[config.mk]
export PLATFORM = sky130hd
export DESIGN_NAME = detection_persistence_tracker_unit_flat
export DESIGN_NICKNAME = d
export VERILOG_FILES = /design/src/design/dpt_pkg.sv /design/src/design/dpt_channels.sv /design/src/design/dpt_ctrl.sv /design/src/design/dpt_datapath.sv /design/src/design/detection_persistence_tracker_unit.sv /design/src/flat_wrapper.sv
export SDC_FILE = /design/constraint.sdc
export NUM_CORES = 1
export LEC_CHECK = 0
export ABC_AREA = 1
export BUFFER_PORTS_ARGS = -buffer_cell sky130_fd_sc_hd__buf_2
export CORE_MARGIN = 2
export CORE_UTILIZATION = 25
export DETAILED_ROUTE_END_ITERATION = 8
export PLACE_DENSITY = 0.51
export REMOVE_ABC_BUFFERS = 1
export SLEW_MARGIN = 20
export SYNTH_ARGS = -nofsm -noshare
export SYNTH_HDL_FRONTEND = slang
export SYNTH_HIERARCHICAL = 1
export SYNTH_SLANG_ARGS = --single-unit
[constraint.sdc]
create_clock -name clk -period 13.5 [get_ports clk]
set_input_delay 1.35 -clock clk [delete_from_list [all_inputs] [get_ports clk]]
set_output_delay 1.35 -clock clk [all_outputs]
set_load 0.005 [all_outputs]
[src/design/dpt_pkg.sv]
// Package for the detection persistence tracker.
// Holds store sizes, field widths, event and state codes and the
// command and status structs shared by the controller and the datapath.
package dpt_pkg;

  localparam int TRACK_DEPTH = 16;
  localparam int FRAME_DEPTH = 16;
  localparam int SHOWN_DEPTH = 16;
  localparam int COORD_BITS  = 12;

  localparam int TRACK_IDX_W = (TRACK_DEPTH > 1) ? $clog2(TRACK_DEPTH) : 1;
  localparam int FRAME_IDX_W = (FRAME_DEPTH > 1) ? $clog2(FRAME_DEPTH) : 1;
  localparam int SHOWN_IDX_W = (SHOWN_DEPTH > 1) ? $clog2(SHOWN_DEPTH) : 1;
  localparam int TRACK_CNT_W = $clog2(TRACK_DEPTH + 1);
  localparam int FRAME_CNT_W = $clog2(FRAME_DEPTH + 1);
  localparam int SHOWN_CNT_W = $clog2(SHOWN_DEPTH + 1);
  localparam int SCAN_W      = (FRAME_CNT_W > SHOWN_CNT_W) ? FRAME_CNT_W : SHOWN_CNT_W;

  localparam int MARGIN_W    = 12;
  localparam int THR_W       = 8;
  localparam int COUNT_W     = 8;
  localparam int CFG_IDX_W   = 1;
  localparam int CFG_DATA_W  = 12;

  localparam logic [CFG_IDX_W-1:0] CFG_MARGIN    = 1'd0;
  localparam logic [CFG_IDX_W-1:0] CFG_THRESHOLD = 1'd1;

  localparam logic [MARGIN_W-1:0] MARGIN_RESET    = 12'd20;
  localparam logic [THR_W-1:0]    THRESHOLD_RESET = 8'd10;

  typedef logic [COORD_BITS-1:0] coord_t;
  typedef logic [COUNT_W-1:0]    count_t;

  typedef enum logic [1:0] {
    KIND_INSERT = 2'd0,
    KIND_DELETE = 2'd1,
    KIND_DONE   = 2'd2
  } kind_t;

  typedef enum logic [1:0] {
    CMP_POINT,
    CMP_FRAME,
    CMP_SHOWN
  } cmp_sel_t;

  typedef enum logic [3:0] {
    S_IDLE,
    S_DISPATCH,
    S_PSCAN,
    S_PFRAME,
    S_PFRAME_INS,
    S_PEMIT,
    S_ECHK,
    S_EFRM,
    S_ESHN,
    S_EDEL,
    S_EDONE
  } state_t;

  typedef struct packed {
    cmp_sel_t cmp_sel;
    logic     load_in;
    logic     i_clr;
    logic     i_inc;
    logic     j_clr;
    logic     track_append;
    logic     count_inc;
    logic     shown_append;
    logic     frame_append;
    logic     acc_frame;
    logic     acc_shown;
    logic     compact;
    logic     eof_finish;
    logic     emit;
    kind_t    emit_kind;
    logic     emit_last;
  } cmd_t;

  typedef struct packed {
    logic has_point;
    logic end_of_frame;
    logic i_end;
    logic j_frame_end;
    logic j_shown_end;
    logic near;
    logic count_below;
    logic count_hits;
    logic count_zero;
    logic seen;
    logic shown;
    logic out_free;
  } sts_t;

endpackage

[src/design/dpt_channels.sv]
// Channel interfaces of the detection persistence tracker.
// Uses dpt_pkg for coordinate widths.
interface dpt_point_if;
  logic                         valid;
  logic                         ready;
  logic [dpt_pkg::COORD_BITS-1:0] point_x;
  logic [dpt_pkg::COORD_BITS-1:0] point_y;
  logic                         has_point;
  logic                         end_of_frame;

  modport source(output valid, point_x, point_y, has_point, end_of_frame, input ready);
  modport sink(input valid, point_x, point_y, has_point, end_of_frame, output ready);
endinterface

interface dpt_event_if;
  logic                         valid;
  logic                         ready;
  logic [1:0]                   event_kind;
  logic [dpt_pkg::COORD_BITS-1:0] event_x;
  logic [dpt_pkg::COORD_BITS-1:0] event_y;
  logic                         overflow;
  logic                         last;

  modport source(output valid, event_kind, event_x, event_y, overflow, last, input ready);
  modport sink(input valid, event_kind, event_x, event_y, overflow, last, output ready);
endinterface

[src/design/dpt_ctrl.sv]
// Controller state machine of the detection persistence tracker.
// Sequences the point scan and the frame-end sweep; depends on dpt_pkg.
module dpt_ctrl (
  input  logic          clk,
  input  logic          rst,
  input  logic          in_valid,
  output logic          in_ready,
  input  dpt_pkg::sts_t sts,
  output dpt_pkg::cmd_t cmd
);

  dpt_pkg::state_t state, state_next;

  always_ff @(posedge clk) begin
    if (rst) begin
      state <= dpt_pkg::S_IDLE;
    end else begin
      state <= state_next;
    end
  end

  always_comb begin
    state_next   = state;
    cmd          = '0;
    cmd.cmp_sel  = dpt_pkg::CMP_POINT;
    cmd.emit_kind = dpt_pkg::KIND_DONE;
    in_ready     = 1'b0;
    unique case (state)
      dpt_pkg::S_IDLE: begin
        in_ready    = 1'b1;
        cmd.load_in = in_valid;
        if (in_valid) state_next = dpt_pkg::S_DISPATCH;
      end
      dpt_pkg::S_DISPATCH: begin
        cmd.i_clr = 1'b1;
        if (sts.has_point) state_next = dpt_pkg::S_PSCAN;
        else if (sts.end_of_frame) state_next = dpt_pkg::S_ECHK;
        else state_next = dpt_pkg::S_IDLE;
      end
      dpt_pkg::S_PSCAN: begin
        cmd.cmp_sel = dpt_pkg::CMP_POINT;
        if (sts.i_end) begin
          cmd.track_append = 1'b1;
          state_next = dpt_pkg::S_PFRAME;
        end else if (sts.near) begin
          // A count at or above the threshold absorbs the hit unchanged.
          cmd.count_inc = sts.count_below;
          if (sts.count_below && sts.count_hits) begin
            cmd.shown_append = 1'b1;
            state_next = dpt_pkg::S_PFRAME_INS;
          end else begin
            state_next = dpt_pkg::S_PFRAME;
          end
        end else begin
          cmd.i_inc = 1'b1;
        end
      end
      dpt_pkg::S_PFRAME: begin
        cmd.frame_append = 1'b1;
        cmd.i_clr = 1'b1;
        state_next = sts.end_of_frame ? dpt_pkg::S_ECHK : dpt_pkg::S_IDLE;
      end
      dpt_pkg::S_PFRAME_INS: begin
        cmd.frame_append = 1'b1;
        state_next = dpt_pkg::S_PEMIT;
      end
      dpt_pkg::S_PEMIT: begin
        cmd.emit      = 1'b1;
        cmd.emit_kind = dpt_pkg::KIND_INSERT;
        cmd.emit_last = !sts.end_of_frame;
        if (sts.out_free) begin
          cmd.i_clr = 1'b1;
          state_next = sts.end_of_frame ? dpt_pkg::S_ECHK : dpt_pkg::S_IDLE;
        end
      end
      dpt_pkg::S_ECHK: begin
        if (sts.i_end) begin
          cmd.eof_finish = 1'b1;
          state_next = dpt_pkg::S_EDONE;
        end else begin
          cmd.j_clr = 1'b1;
          state_next = dpt_pkg::S_EFRM;
        end
      end
      dpt_pkg::S_EFRM: begin
        cmd.cmp_sel = dpt_pkg::CMP_FRAME;
        if (!sts.j_frame_end) begin
          cmd.acc_frame = 1'b1;
        end else if (!sts.seen && sts.count_zero) begin
          cmd.j_clr = 1'b1;
          state_next = dpt_pkg::S_ESHN;
        end else begin
          cmd.compact = 1'b1;
          cmd.i_inc   = 1'b1;
          state_next  = dpt_pkg::S_ECHK;
        end
      end
      dpt_pkg::S_ESHN: begin
        cmd.cmp_sel = dpt_pkg::CMP_SHOWN;
        if (!sts.j_shown_end) begin
          cmd.acc_shown = 1'b1;
        end else if (sts.shown) begin
          state_next = dpt_pkg::S_EDEL;
        end else begin
          cmd.i_inc  = 1'b1;
          state_next = dpt_pkg::S_ECHK;
        end
      end
      dpt_pkg::S_EDEL: begin
        cmd.emit      = 1'b1;
        cmd.emit_kind = dpt_pkg::KIND_DELETE;
        if (sts.out_free) begin
          cmd.i_inc  = 1'b1;
          state_next = dpt_pkg::S_ECHK;
        end
      end
      dpt_pkg::S_EDONE: begin
        cmd.emit      = 1'b1;
        cmd.emit_kind = dpt_pkg::KIND_DONE;
        cmd.emit_last = 1'b1;
        if (sts.out_free) state_next = dpt_pkg::S_IDLE;
      end
      default: state_next = dpt_pkg::S_IDLE;
    endcase
  end

endmodule

[src/design/dpt_datapath.sv]
// Datapath of the detection persistence tracker: track, frame and shown
// stores, scan counters, the shared proximity compare and the result register.
// Driven by dpt_ctrl through dpt_pkg::cmd_t; depends on dpt_pkg.
module dpt_datapath (
  input  logic                              clk,
  input  logic                              rst,
  input  logic                              cfg_we,
  input  logic [dpt_pkg::CFG_IDX_W-1:0]     cfg_index,
  input  logic [dpt_pkg::CFG_DATA_W-1:0]    cfg_data,
  input  dpt_pkg::coord_t                   in_x,
  input  dpt_pkg::coord_t                   in_y,
  input  logic                              in_has,
  input  logic                              in_eof,
  input  dpt_pkg::cmd_t                     cmd,
  output dpt_pkg::sts_t                     sts,
  output logic                              ev_valid,
  input  logic                              ev_ready,
  output logic [1:0]                        ev_kind,
  output dpt_pkg::coord_t                   ev_x,
  output dpt_pkg::coord_t                   ev_y,
  output logic                              ev_overflow,
  output logic                              ev_last
);

  dpt_pkg::coord_t                    px, py;
  logic                               has, eof;
  logic [dpt_pkg::MARGIN_W-1:0]       margin;
  logic [dpt_pkg::THR_W-1:0]          threshold;
  logic                               overflow_flag;

  dpt_pkg::coord_t                    track_x [dpt_pkg::TRACK_DEPTH];
  dpt_pkg::coord_t                    track_y [dpt_pkg::TRACK_DEPTH];
  dpt_pkg::count_t                    track_count [dpt_pkg::TRACK_DEPTH];
  logic [dpt_pkg::TRACK_CNT_W-1:0]    track_used;
  dpt_pkg::coord_t                    frame_x [dpt_pkg::FRAME_DEPTH];
  dpt_pkg::coord_t                    frame_y [dpt_pkg::FRAME_DEPTH];
  logic [dpt_pkg::FRAME_CNT_W-1:0]    frame_fill;
  dpt_pkg::coord_t                    shown_x [dpt_pkg::SHOWN_DEPTH];
  dpt_pkg::coord_t                    shown_y [dpt_pkg::SHOWN_DEPTH];
  logic [dpt_pkg::SHOWN_CNT_W-1:0]    shown_fill;

  logic [dpt_pkg::TRACK_CNT_W-1:0]    i, w;
  logic [dpt_pkg::SCAN_W-1:0]         j;
  logic                               seen, shown;

  dpt_pkg::coord_t                    cur_x, cur_y, cmp_x, cmp_y, dx, dy;
  dpt_pkg::count_t                    cur_cnt;
  logic [dpt_pkg::COUNT_W:0]          cnt_plus;
  logic                               near, out_free;

  assign cur_x   = track_x[i[dpt_pkg::TRACK_IDX_W-1:0]];
  assign cur_y   = track_y[i[dpt_pkg::TRACK_IDX_W-1:0]];
  assign cur_cnt = track_count[i[dpt_pkg::TRACK_IDX_W-1:0]];

  always_comb begin
    unique case (cmd.cmp_sel)
      dpt_pkg::CMP_FRAME: begin
        cmp_x = frame_x[j[dpt_pkg::FRAME_IDX_W-1:0]];
        cmp_y = frame_y[j[dpt_pkg::FRAME_IDX_W-1:0]];
      end
      dpt_pkg::CMP_SHOWN: begin
        cmp_x = shown_x[j[dpt_pkg::SHOWN_IDX_W-1:0]];
        cmp_y = shown_y[j[dpt_pkg::SHOWN_IDX_W-1:0]];
      end
      default: begin
        cmp_x = px;
        cmp_y = py;
      end
    endcase
  end

  // Strict per-axis window: |a - b| < margin on both axes.
  assign dx   = (cur_x >= cmp_x) ? (cur_x - cmp_x) : (cmp_x - cur_x);
  assign dy   = (cur_y >= cmp_y) ? (cur_y - cmp_y) : (cmp_y - cur_y);
  assign near = (dx < margin) && (dy < margin);

  assign cnt_plus = {1'b0, cur_cnt} + {{dpt_pkg::COUNT_W{1'b0}}, 1'b1};
  assign out_free = !ev_valid || ev_ready;

  always_comb begin
    sts.has_point    = has;
    sts.end_of_frame = eof;
    sts.i_end        = (i == track_used);
    sts.j_frame_end  = (j == dpt_pkg::SCAN_W'(frame_fill));
    sts.j_shown_end  = (j == dpt_pkg::SCAN_W'(shown_fill));
    sts.near         = near;
    sts.count_below  = (cur_cnt < threshold);
    sts.count_hits   = (cnt_plus == {1'b0, threshold});
    sts.count_zero   = (cur_cnt == '0);
    sts.seen         = seen;
    sts.shown        = shown;
    sts.out_free     = out_free;
  end

  // Configuration and control state.
  always_ff @(posedge clk) begin
    if (rst) begin
      margin        <= dpt_pkg::MARGIN_RESET;
      threshold     <= dpt_pkg::THRESHOLD_RESET;
      overflow_flag <= 1'b0;
      track_used    <= '0;
      frame_fill    <= '0;
      shown_fill    <= '0;
      i             <= '0;
      w             <= '0;
      j             <= '0;
      seen          <= 1'b0;
      shown         <= 1'b0;
      ev_valid      <= 1'b0;
    end else begin
      if (cfg_we) begin
        unique case (cfg_index)
          dpt_pkg::CFG_MARGIN:    margin    <= cfg_data[dpt_pkg::MARGIN_W-1:0];
          dpt_pkg::CFG_THRESHOLD: threshold <= cfg_data[dpt_pkg::THR_W-1:0];
          default: ;
        endcase
      end
      if (cmd.track_append) begin
        if (track_used < dpt_pkg::TRACK_CNT_W'(dpt_pkg::TRACK_DEPTH)) begin
          track_used <= track_used + dpt_pkg::TRACK_CNT_W'(1);
        end else begin
          overflow_flag <= 1'b1;
        end
      end
      if (cmd.shown_append) begin
        if (shown_fill < dpt_pkg::SHOWN_CNT_W'(dpt_pkg::SHOWN_DEPTH)) begin
          shown_fill <= shown_fill + dpt_pkg::SHOWN_CNT_W'(1);
        end else begin
          overflow_flag <= 1'b1;
        end
      end
      if (cmd.frame_append) begin
        if (frame_fill < dpt_pkg::FRAME_CNT_W'(dpt_pkg::FRAME_DEPTH)) begin
          frame_fill <= frame_fill + dpt_pkg::FRAME_CNT_W'(1);
        end else begin
          overflow_flag <= 1'b1;
        end
      end
      if (cmd.eof_finish) begin
        track_used <= w;
        frame_fill <= '0;
      end
      if (cmd.i_clr) begin
        i <= '0;
        w <= '0;
      end else begin
        if (cmd.i_inc) i <= i + dpt_pkg::TRACK_CNT_W'(1);
        if (cmd.compact) w <= w + dpt_pkg::TRACK_CNT_W'(1);
      end
      if (cmd.j_clr) begin
        j     <= '0;
        seen  <= 1'b0;
        shown <= 1'b0;
      end else if (cmd.acc_frame || cmd.acc_shown) begin
        j <= j + dpt_pkg::SCAN_W'(1);
        if (cmd.acc_frame && near) seen <= 1'b1;
        if (cmd.acc_shown && near) shown <= 1'b1;
      end
      if (cmd.emit && out_free) begin
        ev_valid <= 1'b1;
      end else if (ev_ready) begin
        ev_valid <= 1'b0;
      end
    end
  end

  // Payload registers and stores.
  always_ff @(posedge clk) begin
    if (cmd.load_in) begin
      px  <= in_x;
      py  <= in_y;
      has <= in_has;
      eof <= in_eof;
    end
    if (cmd.track_append && track_used < dpt_pkg::TRACK_CNT_W'(dpt_pkg::TRACK_DEPTH)) begin
      track_x[track_used[dpt_pkg::TRACK_IDX_W-1:0]]     <= px;
      track_y[track_used[dpt_pkg::TRACK_IDX_W-1:0]]     <= py;
      track_count[track_used[dpt_pkg::TRACK_IDX_W-1:0]] <= dpt_pkg::COUNT_W'(1);
    end else if (cmd.count_inc) begin
      track_count[i[dpt_pkg::TRACK_IDX_W-1:0]] <= cnt_plus[dpt_pkg::COUNT_W-1:0];
    end else if (cmd.compact) begin
      // Survivors slide down to keep the valid entries a prefix in arrival order.
      track_x[w[dpt_pkg::TRACK_IDX_W-1:0]]     <= cur_x;
      track_y[w[dpt_pkg::TRACK_IDX_W-1:0]]     <= cur_y;
      track_count[w[dpt_pkg::TRACK_IDX_W-1:0]] <=
        cur_cnt - {{(dpt_pkg::COUNT_W-1){1'b0}}, !seen};
    end
    if (cmd.shown_append && shown_fill < dpt_pkg::SHOWN_CNT_W'(dpt_pkg::SHOWN_DEPTH)) begin
      shown_x[shown_fill[dpt_pkg::SHOWN_IDX_W-1:0]] <= cur_x;
      shown_y[shown_fill[dpt_pkg::SHOWN_IDX_W-1:0]] <= cur_y;
    end
    if (cmd.frame_append && frame_fill < dpt_pkg::FRAME_CNT_W'(dpt_pkg::FRAME_DEPTH)) begin
      frame_x[frame_fill[dpt_pkg::FRAME_IDX_W-1:0]] <= px;
      frame_y[frame_fill[dpt_pkg::FRAME_IDX_W-1:0]] <= py;
    end
    if (cmd.emit && out_free) begin
      ev_kind     <= cmd.emit_kind;
      ev_x        <= (cmd.emit_kind == dpt_pkg::KIND_DONE) ? '0 : cur_x;
      ev_y        <= (cmd.emit_kind == dpt_pkg::KIND_DONE) ? '0 : cur_y;
      ev_overflow <= overflow_flag;
      ev_last     <= cmd.emit_last;
    end
  end

endmodule

[src/design/detection_persistence_tracker_unit.sv]
// Top level of the detection persistence tracker.
// Joins dpt_ctrl and dpt_datapath; depends on dpt_pkg and dpt_channels.
//
// Usage: detected points arrive on the points channel, one per transfer,
// and the last item of a camera frame has end_of_frame set. Events leave on
// the events channel: insert when a tracked point reaches the threshold,
// delete when a decayed entry near a shown device is dropped, and frame
// done after each frame end. last marks the final event of an item.
// margin and threshold are written through cfg_we, cfg_index and cfg_data.
// One item is processed at a time; points.ready is high only while idle.
// A point is compared with the tracked entries in order up to the first
// match or is appended as a new entry; it also goes into the frame store,
// with an insert event when the count reaches the threshold. A frame end
// compares each tracked entry with the frame points and, for a dropped
// entry, with the shown points (a delete if one is near), then emits the
// done event. The stores are scanned serially with one proximity compare.
// Reset clears all tracking, the fill counts and the overflow flag and
// restores margin 20 and threshold 10. Events sit in one output register;
// when the receiver stalls, the controller waits to load the next event.
module detection_persistence_tracker_unit (
  input  logic                            clk,
  input  logic                            rst,
  input  logic                            cfg_we,
  input  logic [dpt_pkg::CFG_IDX_W-1:0]   cfg_index,
  input  logic [dpt_pkg::CFG_DATA_W-1:0]  cfg_data,
  dpt_point_if.sink                       points,
  dpt_event_if.source                     events
);

  dpt_pkg::cmd_t cmd;
  dpt_pkg::sts_t sts;
  logic          ready;

  assign points.ready = ready;

  dpt_ctrl u_ctrl (
    .clk      (clk),
    .rst      (rst),
    .in_valid (points.valid),
    .in_ready (ready),
    .sts      (sts),
    .cmd      (cmd)
  );

  dpt_datapath u_datapath (
    .clk         (clk),
    .rst         (rst),
    .cfg_we      (cfg_we),
    .cfg_index   (cfg_index),
    .cfg_data    (cfg_data),
    .in_x        (points.point_x),
    .in_y        (points.point_y),
    .in_has      (points.has_point),
    .in_eof      (points.end_of_frame),
    .cmd         (cmd),
    .sts         (sts),
    .ev_valid    (events.valid),
    .ev_ready    (events.ready),
    .ev_kind     (events.event_kind),
    .ev_x        (events.event_x),
    .ev_y        (events.event_y),
    .ev_overflow (events.overflow),
    .ev_last     (events.last)
  );

endmodule

[src/flat_wrapper.sv]
// flat-port wrapper written by rule: the top's interface ports become plain ports
module detection_persistence_tracker_unit_flat 
  (clk, rst, cfg_we, cfg_index, cfg_data, points_valid, points_point_x, points_point_y, points_has_point, points_end_of_frame, points_ready, events_valid, events_event_kind, events_event_x, events_event_y, events_overflow, events_last, events_ready);
  dpt_point_if points_i ();
  dpt_event_if events_i ();
  input  logic clk;
  input  logic rst;
  input  logic cfg_we;
  input  logic [dpt_pkg::CFG_IDX_W-1:0] cfg_index;
  input  logic [dpt_pkg::CFG_DATA_W-1:0] cfg_data;
  input wire logic [$bits(points_i.valid)-1:0] points_valid;
  input wire logic [$bits(points_i.point_x)-1:0] points_point_x;
  input wire logic [$bits(points_i.point_y)-1:0] points_point_y;
  input wire logic [$bits(points_i.has_point)-1:0] points_has_point;
  input wire logic [$bits(points_i.end_of_frame)-1:0] points_end_of_frame;
  output wire logic [$bits(points_i.ready)-1:0] points_ready;
  output wire logic [$bits(events_i.valid)-1:0] events_valid;
  output wire logic [$bits(events_i.event_kind)-1:0] events_event_kind;
  output wire logic [$bits(events_i.event_x)-1:0] events_event_x;
  output wire logic [$bits(events_i.event_y)-1:0] events_event_y;
  output wire logic [$bits(events_i.overflow)-1:0] events_overflow;
  output wire logic [$bits(events_i.last)-1:0] events_last;
  input wire logic [$bits(events_i.ready)-1:0] events_ready;
  assign points_i.valid = points_valid;
  assign points_i.point_x = points_point_x;
  assign points_i.point_y = points_point_y;
  assign points_i.has_point = points_has_point;
  assign points_i.end_of_frame = points_end_of_frame;
  assign points_ready = points_i.ready;
  assign events_valid = events_i.valid;
  assign events_event_kind = events_i.event_kind;
  assign events_event_x = events_i.event_x;
  assign events_event_y = events_i.event_y;
  assign events_overflow = events_i.overflow;
  assign events_last = events_i.last;
  assign events_i.ready = events_ready;
  detection_persistence_tracker_unit u_core (.clk(clk), .rst(rst), .cfg_we(cfg_we), .cfg_index(cfg_index), .cfg_data(cfg_data), .points(points_i), .events(events_i));
endmodule
==> flow_metrics.py <==
metrics = {
    "sta": {
        "timing.fmax_ghz": 0.0953,
        "slew-limit-headroom_pct": 20.6,
        "final-hold-violation-count": 0,
        "finalSetupViolCount": 0,
        "tightest_slew_ps": 1190,
        "period_minus_slack_ps": 10500,
        "skew_ps": 38.3,
        "rsz0062_at_grt": "false",
        "final.period_utilization_pct": 77.8,
        "setup_ws_ps": 3000,
        "setup-tns-final_ps": 0,
        "finalMaxSlewViolations": 0,
    },
    "setup_path": {
        "cp_max_fo": 88,
        "cpMostUsedCell": "nand2_1",
        "cp-start-kind": "flop",
        "endpoint_kind": "flop",
        "cp.arrival_ps": 10900,
        "required_ps": 13900,
        "slowest_delay_ps": 890,
        "critical-path-slowest-cell": "nor2_4",
        "path_class": "reg -> reg",
    },
    "clock_network": {
        "clkLatencyLatePin_ps": 810,
        "cts_resized": 0,
        "cts_tree": "built",
        "numCtsBuffers": 153,
        "cts_setup_buffers": 0,
        "clock-sinks": 1400,
        "cts_root_buf": "clkbuf_16",
        "hold_buffers": 0,
        "ctsHtreeMaxLevel": 4,
        "cts_buffer_depth": 3,
        "clk_pin_slew_worst_paths_ps": 60,
    },
    "pwr": {
        "power_density_nw_per_um2": 158,
        "ir_drop_v": 0.000122,
        "p_leak_nw": 22.9,
    },
    "layout": {
        "fillers": 24100,
        "fin_util_pct": 29.0,
        "area_growth_pct": 15.2,
        "final_cell_mix": "edfxtp_1 (1334), nor2_1 (711), o21ai_0 (640), nand2_1 (562), inv_1 (248)",
        "n_antenna_cell": 0,
        "drive_gt1_share_pct": 10.2,
        "fin_area_um2": 68300,
        "register_area_um2": 41400,
        "stdcell_count": 8265,
        "nets": 5136,
        "final_common_cell": "edfxtp_1",
        "multi_input_area_um2": 16000,
    },
    "yosys": {
        "yosys_warnings": 6,
        "yosysTopAreaCell": "edfxtp_1",
        "synth_top_area_share_pct": 67.5,
        "async_reset_ff_share_pct": 0,
        "synth_seq_area_share_pct": 69.7,
        "ys_seq_elements": 1400,
        "synthTopCellsByArea": "edfxtp_1 (68%), o21ai_0 (5.4%), nor2_1 (4.8%)",
        "syn_inst": 4972,
        "synth_area_um2": 59300,
        "avgSynthCellArea_um2": 11.9,
        "synth_cell_type_count": 48,
        "synthFlopType": "edfxtp_1",
        "synth_edf_count": 1334,
    },
    "place": {
        "io_buffers": 73,
        "hpwl_um": 103000,
        "dp.cells": 7989,
        "place_ws_ps": 2810,
        "routabilityCongestion": 0.879,
        "place_area_um2": 63600,
    },
    "die": {
        "die_x_um": 491,
        "start_util_pct": 25.2,
        "pin_count": 74,
        "rows": 178,
        "core_um2": 236000,
        "dieHeight_um": 491,
        "dieArea_um2": 241000,
    },
    "grt": {
        "grt_pass1_vias": 38400,
        "grt_pass1_wl_um": 260000,
        "antenna_found_initial": 17,
        "grt_use_total_pct": 14.4,
        "grt_remaining_overflow": 0,
        "grt_max_degree": 193,
    },
    "route": {
        "dr.pass1.iters": 6,
        "drt_wl_total_um": 179000,
        "via_count": 39700,
        "avgViaCountPerCell": 4.80,
        "ant_nets": 0,
        "drcViolationCount": 0,
        "drt_iter0_drc": 3795,
        "avgRoutedWirePerCell_um": 21.6,
    },
    "status": {
        "status": "finished, final reports clean",
    },
    "flow_run": {
        "max_cap_violations": 0,
    },
    "hold_path": {
        "hold_path.class": "reg -> reg",
    },
}
==> cells in the mapped netlist, types with 2 or more instances <==
cell type,count
nand2_2,11
a2111oi_0,2
a31oi_1,10
nand3_2,4
buf_1,6
or2_2,3
o21ai_0,645
edfxtp_1,1334
o221ai_1,227
a21o_1,3
xor2_1,43
xnor2_1,7
o21bai_1,4
a221oi_1,16
nor2_4,3
o211ai_1,66
a21oi_1,107
o22ai_1,58
inv_2,42
a211oi_1,2
ha_1,94
clkinv_1,2
a22oi_1,2
inv_1,253
nor2_1,760
nand2_4,2
nor4_1,5
o31a_1,2
or3_1,2
buf_2,54
nand3_1,243
nor3_1,18
nor2_2,6
nor3b_1,3
clkbuf_1,217
fa_1,4
nand4_1,6
buf_4,17
nand2_1,562
or2_1,2
o21ai_1,45
buf_6,9
dfxtp_1,66
==> registers in the layout, indices dropped and copies added, names as in the netlist, 8 cells and up, named ones only <==
register / count
u_core/u_datapath/ev_x: 12
u_core/u_datapath/ev_y: 12
u_core/u_datapath/frame_x: 192
u_core/u_datapath/frame_y: 192
u_core/u_datapath/margin: 12
u_core/u_datapath/px: 12
u_core/u_datapath/py: 12
u_core/u_datapath/shown_x: 192
u_core/u_datapath/shown_y: 192
u_core/u_datapath/threshold: 8
u_core/u_datapath/track_count: 128
u_core/u_datapath/track_x: 192
u_core/u_datapath/track_y: 192
==> stage by stage <==
step	power (mW)	hold slack (ps)
after detailed placement	6.87	480
after CTS	10.9	489
after global routing	11.3	517
after floorplan	6.22	409
after global placement	6.87	469
final	10.8	487
==> power by group <==
group          internal (mW)  total (mW)  switching [mW]
Clock                   2.30        4.03            1.74
Sequential              5.07        5.17          0.0964
Combinational          0.458        1.62            1.17
==> routing by layer <==
layer	routed length (um)	vias up	part of all wire (%)	track usage, %
met5	0	-	0	0
met3	10200	303	5.7	2.29
met4	5760	0	3.2	4.76
met2	86000	1279	48	24.2
li1	-	18100	-	-
met1	76900	20000	43	18.8
==> layout make-up <==
type                            instances  share of cell area (%)
Timing Repair Buffer                  170                    1.65
Clock inverter                         79                    1.10
Multi-Input combinational cell       2972                    23.3
Clock buffer                          197                    5.91
Inverter                              297                    1.66
Sequential cell                      1400                    60.6
Tap cell                             3150                    5.77
==> critical path, delay by kind of cell, from the launching register on <==
family,cells,cell delay (ps)
buffers and inverters,9,2910
AND/OR/NAND/NOR,15,3650
AO/OA/AOI/OAI,7,1950
adder cells (fa/ha/maj),2,720
flip-flops,1,750
==> worst paths after layout <==
kind	to	slack [ps]	cells after the start	startpoint
max	u_core/u_datapath/track_y[10][10]	3000	33	flop
min	u_core/u_datapath/shown	490	2	u_core/u_datapath/shown
max reg2reg	u_core/u_datapath/track_y[10][10]	3000	33	flop
min reg2reg	u_core/u_datapath/shown	490	2	u_core/u_datapath/shown
==> kinds of logic (layout without fill, tap and decap cells) <==
group	after synthesis	count (layout)	share of synthesized area, %
compound gates	1191	1191	12.1
xor+xnor	50	50	0.738
fa+ha+maj	98	98	2.12
buf+inv	600	743	4.13
flops	1400	1400	69.7
simple gates	1633	1633	11.2
No activity file was read; power rests on OpenSTA's default activity.
